--- config.mk ---
export PLATFORM = sky130hd
export DESIGN_NAME = dsu_ctrl
export DESIGN_NICKNAME = d
export VERILOG_FILES = /design/src/hdl/dsu_pkg.sv /design/src/hdl/dsu_ctrl.sv
export SDC_FILE = /design/constraint.sdc
export NUM_CORES = 1
export LEC_CHECK = 0
export BUFFER_PORTS_ARGS = -buffer_cell sky130_fd_sc_hd__buf_4
export CORE_AREA = 4 4 42 44
export CTS_CLUSTER_SIZE = 25
export DETAILED_ROUTE_END_ITERATION = 10
export DIE_AREA = 0 0 46 48
export HOLD_SLACK_MARGIN = 0.02
export PLACE_DENSITY = 0.56
export SKIP_LAST_GASP = 1
export SLEW_MARGIN = 20
export SYNTH_ARGS = -nofsm -noshare
export SYNTH_HDL_FRONTEND = slang
export SYNTH_SLANG_ARGS = --single-unit
--- constraint.sdc ---
create_clock -name clk -period 1.1 [get_ports clk]
set_input_delay 0.055 -clock clk [delete_from_list [all_inputs] [get_ports clk]]
set_output_delay 0.055 -clock clk [all_outputs]
set_load 0.05 [all_outputs]
--- src/hdl/dsu_pkg.sv ---
`timescale 1ns / 1ps
// Shared types and constants for the union-find engine.
// Used by dsu_ctrl, dsu_datapath and the top level; depends on nothing.
package dsu_pkg;

  localparam int ELEM_W    = 10;
  localparam int S_TDATA_W = 24;
  localparam int M_TDATA_W = 8;

  // Commands from the controller to the datapath
  typedef struct packed {
    logic clr_step;   // write entry clr = clr, advance clr
    logic load_req;   // capture request, start find of first element
    logic rd_cur;     // read parent of cur
    logic walk_step;  // cur <= parent just read, read its parent
    logic set_root;   // root <= cur, cur <= node
    logic cmp_wr;     // parent[cur] <= root, cur <= old parent
    logic start_b;    // ra <= root, start find of second element
    logic union_wr;   // parent[ra] <= root
    logic out_load;   // load result register
  } dsu_cmd_t;

  // Status from the datapath to the controller
  typedef struct packed {
    logic clr_last;
    logic in_range_in;
    logic rd_is_self;
    logic cur_is_root;
    logic second_find;
    logic union_needed;
    logic out_free;
  } dsu_stat_t;

endpackage

--- src/hdl/dsu_ctrl.sv ---
`timescale 1ns / 1ps
// Controller state machine of the union-find engine.
// Depends on dsu_pkg; drives dsu_datapath through dsu_cmd_t.
module dsu_ctrl
  import dsu_pkg::*;
(
  input  logic      clk,
  input  logic      rst,
  input  logic      s_tvalid,
  output logic      s_tready,
  input  dsu_stat_t stat,
  output dsu_cmd_t  cmd
);

  localparam logic [2:0] ST_CLEAR    = 3'd0;
  localparam logic [2:0] ST_IDLE     = 3'd1;
  localparam logic [2:0] ST_WALK_RD  = 3'd2;
  localparam logic [2:0] ST_WALK_CHK = 3'd3;
  localparam logic [2:0] ST_CMP_RD   = 3'd4;
  localparam logic [2:0] ST_CMP_WR   = 3'd5;
  localparam logic [2:0] ST_UNION    = 3'd6;
  localparam logic [2:0] ST_DONE     = 3'd7;

  logic [2:0] state;
  logic [2:0] state_next;

  always_ff @(posedge clk) begin
    if (rst) begin
      state <= ST_CLEAR;
    end else begin
      state <= state_next;
    end
  end

  always_comb begin
    state_next = state;
    cmd        = '0;
    s_tready   = 1'b0;
    unique case (state)
      ST_CLEAR: begin
        cmd.clr_step = 1'b1;
        if (stat.clr_last) begin
          state_next = ST_IDLE;
        end
      end
      ST_IDLE: begin
        s_tready = 1'b1;
        if (s_tvalid) begin
          cmd.load_req = 1'b1;
          state_next   = stat.in_range_in ? ST_WALK_RD : ST_DONE;
        end
      end
      ST_WALK_RD: begin
        cmd.rd_cur = 1'b1;
        state_next = ST_WALK_CHK;
      end
      ST_WALK_CHK: begin
        if (stat.rd_is_self) begin
          cmd.set_root = 1'b1;
          state_next   = ST_CMP_RD;
        end else begin
          cmd.walk_step = 1'b1;
        end
      end
      ST_CMP_RD: begin
        if (stat.cur_is_root) begin
          if (!stat.second_find) begin
            cmd.start_b = 1'b1;
            state_next  = ST_WALK_RD;
          end else begin
            state_next = stat.union_needed ? ST_UNION : ST_DONE;
          end
        end else begin
          cmd.rd_cur = 1'b1;
          state_next = ST_CMP_WR;
        end
      end
      ST_CMP_WR: begin
        cmd.cmp_wr = 1'b1;
        state_next = ST_CMP_RD;
      end
      ST_UNION: begin
        cmd.union_wr = 1'b1;
        state_next   = ST_DONE;
      end
      ST_DONE: begin
        // hold until the result register is free
        if (stat.out_free) begin
          cmd.out_load = 1'b1;
          state_next   = ST_IDLE;
        end
      end
      default: begin
        state_next = ST_CLEAR;
      end
    endcase
  end

endmodule

# == After elaboration in Yosys (flattened, before gate mapping) ==
# Cells that the tools add are included.
# W data, S select, Z words.
# word_totals
register_bits,3
in_bits,10
# op_classes
mux,25
reduce_logical,2
n_eq_ne,11
# op_table
op,count
$pmux W3 S8,1
$mux W3,7
$mux W1,15
$eq A3 B3 Y1 const B,4
$ne A2 B2 Y1 const B,4
$eq A3 B2 Y1 const B,2
$reduce_and A4 Y1,1
$eq A3 B1 Y1 const B,1
$logic_not A3 Y1,1
$mux W2,1
$pmux W1 S2,1

# == Logic depth before layout (Yosys ltp) ==
# depth
depth_word,4
ltp_mapped,5
mapped_depth_nobuf,3

# == Worst setup path before layout ==
# Ideal clock, no wire load.
# synth_path
kind,register -> register
startpoint,register state[1]
endpoint,register state[0]
t_required_ns,0.980
stages_incl_launch_ff,6
t_arrival_ns,1.936
n_path_buf,2
setup_slack_ns,-0.956
path_cell_list,dfxtp_1 -> buf_6 -> buf_6 -> nor3_1 -> a21oi_1 -> o31a_1
# synth_between
elab_chain_len,3
elab_cells_between_ends,14
cone_classes,11 x eq/ne; 1 x mux; 2 x reduce/logical
# synth_lines
element,line_no,rtl
start: declaration,dsu_ctrl.sv:24,logic [2:0] state;
start signal: assignment,dsu_ctrl.sv:31,state <= state_next;
$eq A3 B2 Y1 (tied with other cells),dsu_ctrl.sv:39,unique case (state)
$ne A2 B2 Y1 (no line),n/a,
$reduce_and A4 Y1 (no line),n/a,
# Parallel ways exist; a longest one is shown, timed or not.
# A chain may end at the register's enable or synchronous reset.

==> flow_summary.ini <==
[grt]
grt_pass1_vias = 414
grt_pass1_wl_um = 1790
grt-ovfl-total = 0
antenna_found_initial = 0
grt.total_usage_pct = 11.6
grt_max_degree = 8

[floorplanning]
core_um2 = 1440
io_pins = 20
fp-row-count = 14
die_h_um = 48
die_w_um = 46
dieArea_um2 = 2210
initial_utilization_pct = 23.5

[sta]
fin_ws_ns = -0.188
fmax_ghz = 0.777
period_needed_ns = 1.29
finalSetupViolations = 12
slew_headroom_pct = 86.0
period_share_pct = 117
worst_pin_slew_ns = 0.210
skew_ns = 0.00193
rsz0062_at_grt = yes
holdWs_ns = 0.0624
hold_viol_final = 0
slew_violations = 0

[layout]
fin_cells = 101
largestRegisters = state: 3 flops
largest_reg_flops = 3
area_delta_synth_final_pct = 156
layout-drive-gt1-share_pct = 78.8
antenna_cells = 0
nets = 96
fin_util_pct = 60.2
top_register = state

[drt]
drc = 0
drt_iter0_markers = 5
dr.pass1.iters = 3
ant_nets = 0
wire_per_inst_um = 13.4
dr_total_vias = 472
routed_wl_um = 1350
drt-vias-per-instance = 4.67

[logic_synthesis]
yosysTopAreaCellShare_pct = 17.8
ys_seq_area_share_pct = 17.8
synth.area.top_cells = dfxtp_1 18%, buf_6 13%, nor2_1 7.8%, a21oi_1 5.9%, mux2i_1 5.9%
syn-cell-area_um2 = 338
ys_types = 22
ys_ff_latch = 3
synth_edf_count = 0
synth_nets = 55
ys.flop_type = dfxtp_1
yosysMostFrequentCell = nor2_1
synthCells = 45
synth.top_cells.by_count = 7 x nor2_1, 5 x nand2_1, 4 x a21oi_1, 4 x buf_6
yosys_warnings = 0
synth_area_per_cell_um2 = 7.51
synthArstFlopShare_pct = 0
synth_largest_area_cell = dfxtp_1

[power]
p_total_mw = 0.957
p_leak_nw = 0.389
peakVddDrop_mv = 0.525
power_density_nw_per_um2 = 1110

[run_status]
violations = negative setup slack
outcome = finished with violations

[place]
place_ws_ns = -0.118
gp_congestion = 0.717
dp_hpwl_um = 826
dp_cells = 87
numPortBuffers = 19

[clock_network]
clock_sinks = 3
htreeDepth = 1
clk_latency_ns = 0.23
clk_pin_slew_ns = 0.04
numCtsBuffers = 3
clock-root-buffer = clkbuf_4
clock_path_buffers = 2
cts_tree = built

[flow_run]
maxCapViolCount = 0

[min_path]
min_path_type = input port to register

[critical_path]
cp_cell_sequence = buf_6 -> and2b_1 -> and3_4 -> buf_8
cp.required_ns = 1.04
worstPathMaxFanout = 7
worstSetupStartpointType = register
end_kind = primary output
crit_path_top_delay_cell = dfxtp_4
max_stage_delay_ns = 0.40
critical_path_arrival_ns = 1.23
critical_path_class = register to primary output
-- metrics by stage --
stage          instance area (um2)  setup TNS (ns)
2_1_floorplan                  384           -1.18
3_3_place_gp                   584          -0.398
3_5_place_dp                   584          -0.340
4_1_cts                        776           -1.25
5_1_grt                        865           -2.16
6_report                       865           -1.51
-- worst paths after layout --
kind / cells after the start / from / slack, ns / to
min: 2 / stat[0] / 0.06 / state[2]$_SDFFE_PP0P_
max: 4 / state[0]$_SDFFE_PP0P_ / -0.19 / cmd[4]
max reg2reg: 6 / state[1]$_SDFFE_PP0P_ / -0.15 / state[1]$_SDFFE_PP0P_
min reg2reg: 3 / state[0]$_SDFFE_PP0P_ / 0.67 / state[2]$_SDFFE_PP0P_
-- where the power goes --
part / total [mW] / leakage (nW) / switching [mW] / internal [mW]
sequential: 0.158 / 0.0267 / 0.0316 / 0.126
clock: 0.188 / 0.0150 / 0.0519 / 0.136
combinational: 0.611 / 0.347 / 0.302 / 0.309
-- what timing repair did --
action,4_1_cts,5_1_grt
hold buffers,1,0
setup buffers,7,3
endpoints found under the hold margin,1,0
gates resized for setup,32,15
gates cloned,0,0
setup endpoints to repair,13,13
pin swaps,5,6
-- per-layer routing --
| metal | part of all wire [%] | wire length, um | up-vias | global-route usage, % |
|---|---|---|---|---|
| li1 | - | - | 240 | - |
| met5 | 0 | 0 | - | 0 |
| met3 | 4.2 | 57 | 0 | 2.26 |
| met2 | 56 | 757 | 10 | 20.6 |
| met4 | 0 | 0 | 0 | 6.25 |
| met1 | 40 | 535 | 222 | 12.9 |
-- kinds of logic (layout without fill, tap and decap cells) --
| kind of cell | count (synthesis) | count (layout) | share of synthesized area, % |
|---|---|---|---|
| AND/OR/NAND/NOR | 22 | 22 | 33.7 |
| AO/OA/AOI/OAI | 11 | 11 | 25.9 |
| flip-flops | 3 | 3 | 17.8 |
| multiplexers | 2 | 2 | 5.93 |
| buffers and inverters | 7 | 47 | 16.7 |
-- final cells by class --
class	instances	area, um2
fillers	124	572
repair buffers	40	385
well taps	16	20.0
flip-flops and latches	3	71.3
clock buffers	4	26.3
multi-input cells	35	347
inverters	3	15.0
-- cells in the final DEF (no fill, tap or decap) --
master          n
o32ai_1         1
nand2_4         2
clkinvlp_4      1
nand2_1         1
clkbuf_1        1
and2b_1         1
nand3_4         1
mux2i_1         1
nor2_4          6
o221ai_2        1
and3_2          1
or3b_4          1
mux2i_4         1
a21oi_2         1
nor3b_4         1
a2bb2oi_1       1
nor3_2          1
nand2_2         2
a21oi_1         3
dlygate4sd3_1   1
nor3_4          1
inv_1           2
buf_4          21
o31a_1          1
nand2b_1        1
a31o_2          1
buf_6          14
or3_1           1
nor2_1          1
o21a_1          1
and3_4          1
a221o_1         1
clkbuf_4        3
buf_8           4
dfxtp_4         3
-- worst max-delay path, delay by kind of cell, from the launching register on --
family	cells	cell delay (ns)
AND/OR/NAND/NOR	2	0.35
buffers and inverters	2	0.25
flip-flops	1	0.40
No activity file was read; power rests on OpenSTA's default activity.
